--- src/rtl/core/adam_box_constrained_update_macros.svh ---
// Assertion helpers for the Adam update engine.
// ASSERT_IMPLY checks a same-cycle implication, ASSERT_NEXT a next-cycle one.
`ifndef ADAM_BOX_CONSTRAINED_UPDATE_MACROS_SVH
`define ADAM_BOX_CONSTRAINED_UPDATE_MACROS_SVH
`ifndef ASSERT_OFF
`define ASSERT_IMPLY(label, clk, rst, ante, cons, msg) \
   label: assert property (@(posedge clk) disable iff (rst) (ante) |-> (cons)) \
      else $error(msg);
`define ASSERT_NEXT(label, clk, rst, ante, cons, msg) \
   label: assert property (@(posedge clk) disable iff (rst) (ante) |=> (cons)) \
      else $error(msg);
`else
`define ASSERT_IMPLY(label, clk, rst, ante, cons, msg)
`define ASSERT_NEXT(label, clk, rst, ante, cons, msg)
`endif
`endif

--- src/rtl/core/abcu_pkg.sv ---
`timescale 1ns / 1ps
package abcu_pkg;

   // entry count
   localparam int DIMENSIONS_DEFAULT = 64;

   // fixed point constants
   localparam logic [24:0] ONE_Q24  = 25'd16777216;
   localparam logic [24:0] HALF_Q24 = 25'd8388608;
   localparam logic [32:0] EPS_Q16  = 33'd6554;

   // register reset values
   localparam logic [24:0] LR_RESET = 25'd4194304;
   localparam logic [24:0] B1_RESET = 25'd15099494;
   localparam logic [24:0] B2_RESET = 25'd16760439;

   // register indexes
   localparam int          CSR_IW = 2;
   localparam logic [CSR_IW-1:0] CSR_LEARNING_RATE = 2'd0;
   localparam logic [CSR_IW-1:0] CSR_BETA_ONE      = 2'd1;
   localparam logic [CSR_IW-1:0] CSR_BETA_TWO      = 2'd2;

   // function codes
   localparam logic FUNC_LOAD = 1'b0;
   localparam logic FUNC_STEP = 1'b1;

   // serial unit widths
   localparam int MUL_AW   = 65;
   localparam int MUL_BW   = 32;
   localparam int MUL_ACCW = 98;
   localparam int SQ_W     = 64;
   localparam int SQ_RW    = 32;
   localparam int DV_NW    = 64;
   localparam int DV_DW    = 41;

   typedef struct packed {
      logic        func;
      logic [5:0]  index;
      logic [31:0] value;
      logic [31:0] lower_bound;
      logic [31:0] upper_bound;
   } req_type;

   typedef struct packed {
      logic [5:0]  entry;
      logic [31:0] position;
   } rsp_type;

   // one RAM word per entry
   typedef struct packed {
      logic [31:0] pos;
      logic [31:0] lo;
      logic [31:0] up;
      logic [31:0] m;
      logic [63:0] v;
   } entry_type;

   // sequencer to arithmetic units
   typedef struct packed {
      logic mul_start;
      logic mul_keep;
      logic sqrt_start;
      logic div_start;
   } unit_ctl_type;

   // arithmetic units to sequencer
   typedef struct packed {
      logic mul_busy;
      logic mul_done;
      logic sqrt_busy;
      logic sqrt_done;
      logic div_busy;
      logic div_done;
   } unit_sts_type;

endpackage

--- src/rtl/core/abcu_div.sv ---
`timescale 1ns / 1ps
// Restoring divider, one quotient bit per cycle. Divisor must be nonzero.
module abcu_div (
   input  logic                          clock,
   input  logic                          reset,
   input  abcu_pkg::unit_ctl_type        ctl,
   input  logic [abcu_pkg::DV_NW-1:0]    dividend,
   input  logic [abcu_pkg::DV_DW-1:0]    divisor,
   output logic [abcu_pkg::DV_NW-1:0]    quotient,
   output logic                          busy,
   output logic                          done
);

   localparam int NW = abcu_pkg::DV_NW;
   localparam int DW = abcu_pkg::DV_DW;
   localparam int CW = $clog2(NW);
   localparam logic [CW-1:0] LAST = CW'(NW - 1);

   logic [NW-1:0] dvd_ff, dvd_in, q_ff, q_in;
   logic [DW-1:0] dvs_ff, dvs_in, rem_ff, rem_in;
   logic [CW-1:0] cnt_ff, cnt_in;
   logic          busy_ff, busy_in, done_ff, done_in;
   logic [DW:0]   rem_sh, diff;

   always_comb begin
      rem_sh  = {rem_ff, dvd_ff[NW-1]};
      diff    = rem_sh - {1'b0, dvs_ff};
      dvd_in  = dvd_ff;
      q_in    = q_ff;
      dvs_in  = dvs_ff;
      rem_in  = rem_ff;
      cnt_in  = cnt_ff;
      busy_in = busy_ff;
      done_in = busy_ff && (cnt_ff == LAST);
      if (ctl.div_start) begin
         dvd_in  = dividend;
         dvs_in  = divisor;
         rem_in  = '0;
         q_in    = '0;
         cnt_in  = '0;
         busy_in = 1'b1;
      end else if (busy_ff) begin
         if (rem_sh >= {1'b0, dvs_ff}) begin
            rem_in = diff[DW-1:0];
            q_in   = {q_ff[NW-2:0], 1'b1};
         end else begin
            rem_in = rem_sh[DW-1:0];
            q_in   = {q_ff[NW-2:0], 1'b0};
         end
         dvd_in = {dvd_ff[NW-2:0], 1'b0};
         cnt_in = cnt_ff + 1'b1;
         if (cnt_ff == LAST) begin
            busy_in = 1'b0;
         end
      end
   end

   always_ff @(posedge clock) begin
      if (reset) begin
         busy_ff <= 1'b0;
         done_ff <= 1'b0;
         cnt_ff  <= '0;
      end else begin
         busy_ff <= busy_in;
         done_ff <= done_in;
         cnt_ff  <= cnt_in;
      end
      dvd_ff <= dvd_in;
      q_ff   <= q_in;
      dvs_ff <= dvs_in;
      rem_ff <= rem_in;
   end

   assign quotient = q_ff;
   assign busy     = busy_ff;
   assign done     = done_ff;

endmodule

--- config.mk ---
export PLATFORM = sky130hd
export DESIGN_NAME = abcu_div
export DESIGN_NICKNAME = d
export VERILOG_FILES = /design/src/rtl/core/adam_box_constrained_update_macros.svh /design/src/rtl/core/abcu_pkg.sv /design/src/rtl/core/abcu_div.sv
export SDC_FILE = /design/constraint.sdc
export NUM_CORES = 1
export LEC_CHECK = 0
export ABC_AREA = 1
export BUFFER_PORTS_ARGS = -buffer_cell sky130_fd_sc_hd__buf_4
export CAP_MARGIN = 20
export CORE_AREA = 2 2 152 154
export DETAILED_ROUTE_END_ITERATION = 8
export DIE_AREA = 0 0 154 156
export GPL_TIMING_DRIVEN = 0
export PLACE_DENSITY = 0.81
export SYNTH_ARGS = -nofsm -noshare
export SYNTH_HDL_FRONTEND = slang
export SYNTH_SLANG_ARGS = --single-unit
export TNS_END_PERCENT = 100
--- constraint.sdc ---
create_clock -name clock -period 6.5 [get_ports clock]
set_input_delay 0.65 -clock clock [delete_from_list [all_inputs] [get_ports clock]]
set_output_delay 0.65 -clock clock [all_outputs]
set_load 0.01 [all_outputs]
## Yosys cells after proc, flatten, opt, wreduce, memory -nomap -nowiden

Cells that the tools add are included.
W data, S select, Z words.

- $add $sub $neg: 2
- Multipliers: 0
- Divide/modulo/power cells: 0
- Magnitude comparators: 1
- Equality and inequality tests: 1
- Shifts and indexed selects: 0
- Mux-type cells: 7
- Bitwise operators: 0
- Reductions and logical operators: 3

Operator list:

| cell | number |
|---|---|
| $mux W64 | 2 |
| $ge A42 B41 Y1 | 1 |
| $mux W41 | 1 |
| $sub A41 B41 Y41 | 1 |
| $add A6 B1 Y6 const B | 1 |
| $eq A6 B6 Y1 const B | 1 |
| $mux W1 | 4 |
| $reduce_bool A2 Y1 | 1 |
| $reduce_or A2 Y1 | 1 |
| $logic_and A1 B1 Y1 | 1 |

- Flip-flop bits (word level): 218
- Latch bits: 0
- Bits in writable memories: 0
- Memory bits (read-only): 0
- Input port bits: 111
- Output and inout port bits: 66
- Logic and storage cells: 21
- Memories: 0

## Logic depth before layout (Yosys ltp)

Gate-level depths: netlist of run 1.

- Depth in word-level cells: 4
- Mapped depth: 17
- Gate-level depth less buffers: 17

## Least setup slack after synthesis of run 1

OpenSTA, ideal clock, no wires.

- Kind: in2reg
- From: input port ctl[0] in the netlist's numbering
- To: register dvd_ff[0], enable pin
- Library setup time: 0.454 ns
- Arrival: 2.979 ns
- Required time: 6.046 ns
- Setup slack: 3.067 ns
- Stages: 4
- Path buffers: 2
- Path through: buf_2 -> nor2_1 -> clkinv_1 -> clkbuf_1

- Word-level cells in the longest chain between the ends: 1

Ends and longest elaborated chain:

| element | line | RTL |
|---|---|---|
| from (decl) | abcu_div.sv:6 | `input abcu_pkg::unit_ctl_type ctl,` |
| $reduce_bool A2 Y1 (no line) | -- |  |
| to (signal assigned) | abcu_div.sv:68 | `dvd_ff <= dvd_in;` |
| to (decl) | abcu_div.sv:19 | `logic [NW-1:0] dvd_ff, dvd_in, q_ff, q_in;` |

No other way between the ends.
A chain may end at the register's enable or synchronous reset.

## Worst setup path in the final report of run 1

- From: input port ctl[0] in the netlist's numbering
- To: register dvd_ff[23], enable pin

The elaborated chain is that of the path after synthesis.

==> results.txt, run 1 <==
* Kind of critical path: input pin to flop
* Gpl congestion: approximately 0.96
- In this run, synthesis produced a sequential element count of 218.
* Required time of the critical path: between 6 and 7 ns
- Via count of the first global-routing pass: 9542
* Port-buffer cells: approximately 170
* Residual DRC count: 0
* Global-route wire length before repair: between 40 and 50 mm
- Maximum buffer depth of the clock tree: 3
- Hold Slack: 0.284 ns
* Post-CTS Hold Buffers: 0
* Clock tree from TritonCTS: done
- In this run the static leakage power is 6.38 nW.
- In the final timing run, aggregate negative setup slack is 0 ns.
- Peak Freq: between 300 and 400 MHz
- Max-slew headroom at the worst pin: between 30% and 40%
- Synthesis produced approximately 1400 cells.
* Cell area after layout: around 13000 um2
- The number of hold-slack violations in the final timing report is 0.
- Library cell with the largest summed area after synthesis: sky130_fd_sc_hd__edfxtp_1
* Critical Path Start Type: input pin
- A synthesized cell averages about 7.8 um2.
- Via count: 9755
- Largest stage delay on the critical path: 0.75 ns
* Path class of the lowest-slack min-delay path: input pin to flop
* MaxCap Viol Count: 0
* Initial cell density of the core: 49.1%
* Final HPWL DP: approximately 22 mm
- Routed wirelength normalized by instance count: between 15 and 20 um
- Part of the cycle the worst path needs: 47.6%
* Kind of cell with the highest combined delay on the critical path: buffers and inverters
- Critical path peak fanout: 73
- Synthesis instantiated 40 different standard cells from the library.
- Relative to the synthesized area, the layout overhead comes to 22.4%.
* Number of iterations in the first detailed-routing pass: 6
* Clk root buf: sky130_fd_sc_hd__clkbuf_16
- Number of antenna-violating nets in the routed design: 0
- Summing the sequential cell areas from Yosys gives roughly 49% of the chip area.
- Final layout net count: ~1800
- The Yosys step of the flow raised 0 warnings.
- CTS clock-pin slew for the worst setup and hold paths: around 0.060 ns
- The repair_antennas step left the layout with diodes totalling 0.
- Data on the critical path arrives at its endpoint at 3.19 ns.
* Setup violation total in the final timing report: 0
- Nets in the synthesized netlist: 1558
* Number of buffers and inverters on the critical path: 4
* Number of design-rule violations left by the first detailed-router iteration: just under 500
* Critical path's slowest cell: sky130_fd_sc_hd__nor2_1
* Global routing usage summed across all routing layers: between 20% and 30%
* Largest net degree at the start of global routing: 74
- The clock drives 218 sinks.
* Number of clock buffers inserted by TritonCTS: 24
- Power spread over the standard cell area amounts to between 200 and 250 nW/um2.
- Post-cts repair resize count: 0
* Time the final worst path needs with I/O delays and setup: 3.09 ns
- The final-report max-slew violation count is 0.
- The signal on the critical path passes through buf_4, buf_2, nor2_1, clkinv_1, clkbuf_4.
- The run finished with clean final reports.
- The floorplan step defined a die boundary enclosing roughly 24000 um2.
* Standard-cell rows: 55
- The worst setup path is captured at a flop.
* Post-placement cell area: ~13000 um2
- Measured along the x axis, the die boundary spans between 150 and 200 um.
* Number of antenna violations at the first check in global routing: 0
- Cell area after technology mapping: between 10000 and 15000 um2
- Insertion delay of the later-clocked pin in the worst-skew pair: ~0.54 ns
- Pin placement for this block handled 177 I/O pins.
- Buffers inserted by post-CTS timing repair: 0
- Most common cell after layout, fill and taps aside: sky130_fd_sc_hd__nand2_1
* Clock tree skew after final layout: between 0.015 and 0.02 ns
* Average vias per placed instance: between 5 and 6
* Wire length after detailed routing: 29.3 mm
- The top cell types in the final layout, fill and taps aside, are sky130_fd_sc_hd__nand2_1 (490), sky130_fd_sc_hd__inv_1 (199), sky130_fd_sc_hd__buf_4 (175).
* Unrepaired setup endpoints after global routing: false
- Cell types with the largest area share after synthesis: sky130_fd_sc_hd__edfxtp_1 (29%), sky130_fd_sc_hd__dfxtp_1 (21%), sky130_fd_sc_hd__nand2_1 (17%)
- CTS built an H-tree with a depth of 1.
* # fillers: 1955
* Overflow left after global routing: 0
* Worst Tran Pin Value: roughly 1 ns
- VDD sags by at most ~240 uV.
* Share of cells above drive strength 1: approximately 15%
- Vertical die dimension: 156 um
- CORE AREA: ~22000 um2
- The top cell type by area accounts for 28.7% of the synthesized area.
-- logic make-up (layout without fill, tap and decap cells) --
logic type	Yosys count	in the layout	share of synthesized area [%]
XOR/XNOR	23	23	1.83
adder cells (fa/ha/maj)	43	43	4.97
AO/OA/AOI/OAI	195	195	10.3
AND/OR/NAND/NOR	679	679	24.8
buffers and inverters	246	463	8.79
flip-flops	218	218	49.3
-- worst register-to-register path, stage by stage (launching register included) --
cell	delay, ns
sky130_fd_sc_hd__dfxtp_1	0.32
sky130_fd_sc_hd__buf_2	0.18
sky130_fd_sc_hd__nor2_1	0.77
sky130_fd_sc_hd__clkinv_1	0.50
sky130_fd_sc_hd__clkbuf_4	0.66
-- routing by layer --
layer / wire [um] / part of all wire [%] / vias up / GRT usage [%]
met5: 0 / 0 / - / 0
met4: 860 / 2.9 / 0 / 7.83
met3: 1930 / 6.6 / 52 / 5.61
met2: 13900 / 47 / 265 / 41.8
met1: 12700 / 43 / 4515 / 29.8
li1: - / - / 4923 / -
-- final timing paths --
check	from	to	slack (ns)	depth (start not counted)
hold / removal	divisor[17]	dvs_ff[17]	0.28	1
hold reg to reg	cnt_ff[5]	cnt_ff[5]	0.45	1
setup / recovery	ctl[0]	dvd_ff[23]	3.41	5
setup reg to reg	busy	dvd_ff[23]	3.58	4
-- through the flow --
step	util, %	total power, W	instances	setup WS [ns]
after floorplan	-	0.00173	1404	3.07
final	60.1	0.00318	1906	3.41
after global routing	60.1	0.00330	1906	3.26
after detailed placement	56.5	0.00184	1862	2.85
after global placement	56.5	0.00184	1862	1.43
after CTS	60.1	0.00321	1906	3.40
-- report_power, final --
group / internal [W] / leakage, nW / switching, W / total [W]
combinational: 0.000106 / 4.02 / 0.000174 / 0.000280
sequential: 0.00152 / 1.97 / 0.0000194 / 0.00154
clock: 0.000812 / 0.387 / 0.000555 / 0.00137
-- sequential cells by signal, indices dropped and copies added, names as in the netlist --
name and count:
rem_ff 41, dvd_ff 64, busy 1, cnt_ff 6
dvs_ff 41, done 1, quotient 64
-- cell type report --
type / count / area, um2 / share of cell area (%)
plain buffers: 42 / 204 / 1.52
clock buffers: 36 / 686 / 5.10
clock inverters: 8 / 116 / 0.865
inverters: 204 / 766 / 5.69
multi-input cells: 940 / 4610 / 34.2
flip-flops and latches: 218 / 5420 / 40.3
well taps: 285 / 357 / 2.65
repair buffers: 173 / 1300 / 9.66
-- cell usage after synthesis (all sizes together) --
cell	instances
nor2	94
o21a	4
o21ai	46
edfxtp	105
nor4	1
and2	1
inv	203
nand2	493
xnor2	18
nand4	3
a21boi	1
o22ai	61
a21oi	57
buf	12
o21bai	7
nand3b	1
fa	1
nor3	9
or2	10
clkinv	1
dfxtp	113
a21o	5
xor2	5
clkbuf	30
o211ai	13
ha	42
a31oi	1
nand3	67
Note: power is estimated with default switching activity, not from simulation.
==> run 2, diff against run 1 <==
--- a/config.mk
+++ b/config.mk
@@ -12,7 +12,7 @@
 export DETAILED_ROUTE_END_ITERATION = 8
 export DIE_AREA = 0 0 154 156
 export GPL_TIMING_DRIVEN = 0
-export PLACE_DENSITY = 0.81
+export PLACE_DENSITY = 0.84
 export SYNTH_ARGS = -nofsm -noshare
 export SYNTH_HDL_FRONTEND = slang
 export SYNTH_SLANG_ARGS = --single-unit
==> constraint.sdc (replaced) <==
create_clock -name clock -period 2.7 [get_ports clock]
set_input_delay 0.27 -clock clock [delete_from_list [all_inputs] [get_ports clock]]
set_output_delay 0.27 -clock clock [all_outputs]
set_load 0.01 [all_outputs]
==> run 2 against run 1 <==
Setup slack worse by 3.2 ns. Sequential share of layout area shrank 2.5 points. Die area unchanged. Non-clock buffer count increased by 87. Core utilization rose by 4.0 points. Wire length increased by 9.0%. Highest routed layer unchanged.
==> results.txt, run 2 (synthesis gave the netlist of run 1 again) <==
* Count of final hold-check violations: 0 (unchanged)
* Wire length after detailed routing: 31.9 mm (was 29.3 mm)
- The total leakage power was 6.74 nW (was 6.38 nW).
- The worst hold slack across all endpoints is 0.00365 ns (was 0.284 ns).
- The startpoint of the worst-slack reg-to-reg timing path is dvs_ff[25] (was busy).
- The die area is 24000 um2 (unchanged).
- Cell area after layout: 14300 um2 (was 13400 um2)
* Critical register-to-register path endpoint: rem_ff[25] (was dvd_ff[23])
- CORE AREA: 22400 um2 (unchanged)
* Power density normalized to cell area: 542 nW/um2 (was 237 nW/um2)
- The standard cell area after detailed placement came to 12600 um2 (unchanged).
- Vertical die dimension: 156 um (unchanged)
- Maximum buffer depth of the clock tree: 3 (unchanged)
- Insertion delay of the later-clocked pin in the worst-skew pair: 0.55 ns (was 0.54 ns)
- Final HPWL DP: 22.3 mm (about the same)
- Number of pins with negative max-slew slack in the final report: 0 (unchanged)
- Time the final worst path needs with I/O delays and setup: between 2 and 2.5 ns
* Share of cells above drive strength 1: 14.8% (was 14.6%)
* R2R Setup Slk: 0.22 ns (was 3.58 ns)
* Setup violation total in the final timing report: 0 (unchanged)
- The headroom to the max-slew limit was 27.7% (was 33.4%).
- The placement-stage worst setup slack came to -0.503 ns (was 2.85 ns).
- The largest net degree at the start of global routing is 74 (unchanged).
* MaxCap Viol Count: 0 (unchanged)
- Required time of the critical path: 3.13 ns (was 6.60 ns)
- The final worst clock skew was 0.0142 ns (was 0.0151 ns).
- Critical path peak fanout: 10 (was 73)
- The final critical-path setup slack came to 0.217 ns (was 3.41 ns).
* CTS clock-pin slew for the worst setup and hold paths: 0.06 ns (about the same)
- Unrepaired setup endpoints after global routing: false (unchanged)
* Gpl congestion: 0.959 (was 0.963)
- Path class of the lowest-slack min-delay path: input pin to flop (unchanged)
- Initial cell density of the core: 49.1% (unchanged)
- The data arrival time at the worst-slack endpoint is 2.91 ns (was 3.19 ns).
- The worst setup path endpoint was rem_ff[25] (was dvd_ff[23]).
- Global-route wire length before repair: 50.5 mm (was 46.7 mm)
- Number of iterations in the first detailed-routing pass: 6 (unchanged)
- Die extent in x: 154 um (unchanged)
* Post-layout power: 0.00777 W (was 0.00318 W)
- The number of global-route vias before repair was 10100 (was 9542).
- Port-buffer cells: 173 (unchanged)
- Area added between synthesis and finish: 30.5% (was 22.4%)
- Global routing usage summed across all routing layers: 26.3% (was 24.1%)
- The commonest non-fill, non-tap cell in the layout was sky130_fd_sc_hd__nand2_1 (unchanged).
- The startpoint-to-endpoint class of the critical path was flop to flop (was input pin to flop).
- Clock tree from TritonCTS: done (unchanged)
* Cell depth of the worst flop-to-flop path: 14 (was 4)
* Worst Tran Pin Value: 1.08 ns (was 0.995 ns)
- The number of DRC violations after detailed routing was 0 (unchanged).
- The number of core rows was 55 (unchanged).
- Number of sinks driven by the clock tree: 218 (unchanged)
- The total negative setup slack was 0 ns (unchanged).
* Via count: 10300 (was 9755)
* I/O pin total: 177 (unchanged)
- Peak Freq: between 400 and 500 MHz
* Kind of end point of the critical path: flop (unchanged)
- The clock root buffer is sky130_fd_sc_hd__clkbuf_16 (unchanged).
- Average vias per placed instance: 5.14 (was 5.12)
* Number of antenna-violating nets in the routed design: 0 (unchanged)
- Peak ir drop on the vdd network: 488 uV (was 244 uV)
- The number of antenna violations at the first check in global routing was 1 (was 0).
- The wire length per cell is 16.0 um (was 15.4 um).
- Run status: complete, no violations (unchanged)
* Critical Path Source: dvs_ff[25] (was ctl[0])
- Final layout net count: 1844 (was 1757)
- Part of the cycle the worst path needs: between 90% and 100%
- The number of H-tree levels was 1 (unchanged).
- Critical Path Start Type: flop (was input pin)
- Overflow left after global routing: 0 (unchanged)
* Number of clock buffers inserted by TritonCTS: 24 (unchanged)
- Number of design-rule violations left by the first detailed-router iteration: 731 (was 484)
- Commonest cells after routing, fill and taps aside: sky130_fd_sc_hd__nand2_1 (487), sky130_fd_sc_hd__inv_1 (199), sky130_fd_sc_hd__buf_4 (177) (was sky130_fd_sc_hd__nand2_1 (490), sky130_fd_sc_hd__inv_1 (199), sky130_fd_sc_hd__buf_4 (175))
## run 2: how the worst min path moves through the flow
stage | from | to | slack [ns] | depth (start not counted)
global route | dividend[58] | dvd_ff[58] | 0.001 | 3
floorplan | reset | done | 0.35 | 1
global placement | cnt_ff[5] | cnt_ff[5] | 0.44 | 1
detailed placement | cnt_ff[5] | cnt_ff[5] | 0.44 | 1
finish | dividend[58] | dvd_ff[58] | 0.004 | 3
CTS | dividend[35] | dvd_ff[35] | 0.0004 | 3
## run 2: worst max-delay path, cell delays in order, from the launching register on
cell and delay [ns]:
sky130_fd_sc_hd__edfxtp_1 0.33, sky130_fd_sc_hd__inv_1 0.05, sky130_fd_sc_hd__ha_1 0.40, sky130_fd_sc_hd__nand2_1 0.15, sky130_fd_sc_hd__inv_1 0.08, sky130_fd_sc_hd__nand2_1 0.13
sky130_fd_sc_hd__nor3_2 0.20, sky130_fd_sc_hd__nand2_1 0.09, sky130_fd_sc_hd__nor2_2 0.16, sky130_fd_sc_hd__nor2_2 0.08, sky130_fd_sc_hd__nand2_4 0.16, sky130_fd_sc_hd__buf_6 0.19
sky130_fd_sc_hd__nand3_1 0.17, sky130_fd_sc_hd__nand3_1 0.11, sky130_fd_sc_hd__nand2_1 0.05
## run 2: timing repair
item                       CTS  global route
setup buffers                0             2
pin swaps                    0             2
hold endpoints to repair    86             0
gates resized for setup      2            10
hold buffers                85             0
setup endpoints to repair   75            38
## run 2: through the flow
stage | utilization, % | instances
2_1_floorplan | - | 1404
3_3_place_gp | 56.5 | 1862
3_5_place_dp | 56.5 | 1862
4_1_cts | 63.9 | 1991
5_1_grt | 64.1 | 1994
6_report | 64.1 | 1994
## run 2: report_power, final
part / total, W / internal (W) / switching [W]
registers: 0.00371 / 0.00365 / 0.0000536
logic: 0.000800 / 0.000339 / 0.000461
clock network: 0.00326 / 0.00189 / 0.00137
## run 2: area by class of cell
class / count / area (um2)
flip-flops and latches: 218 / 5420
well taps: 285 / 357
clock buffers: 36 / 698
diodes: 1 / 2.50
inverters: 204 / 766
multi-input cells: 940 / 4640
clock inverters: 8 / 92.6
plain buffers: 42 / 208
repair buffers: 260 / 2160
fillers: 1799 / 8030
## run 2: per-layer routing
metal | vias up | track usage, % | wire, um
met5 | - | 0 | 0
met4 | 0 | 9.70 | 1190
met3 | 83 | 5.44 | 2280
met2 | 350 | 45.9 | 15200
met1 | 4717 | 32.4 | 13300
li1 | 5107 | - | -
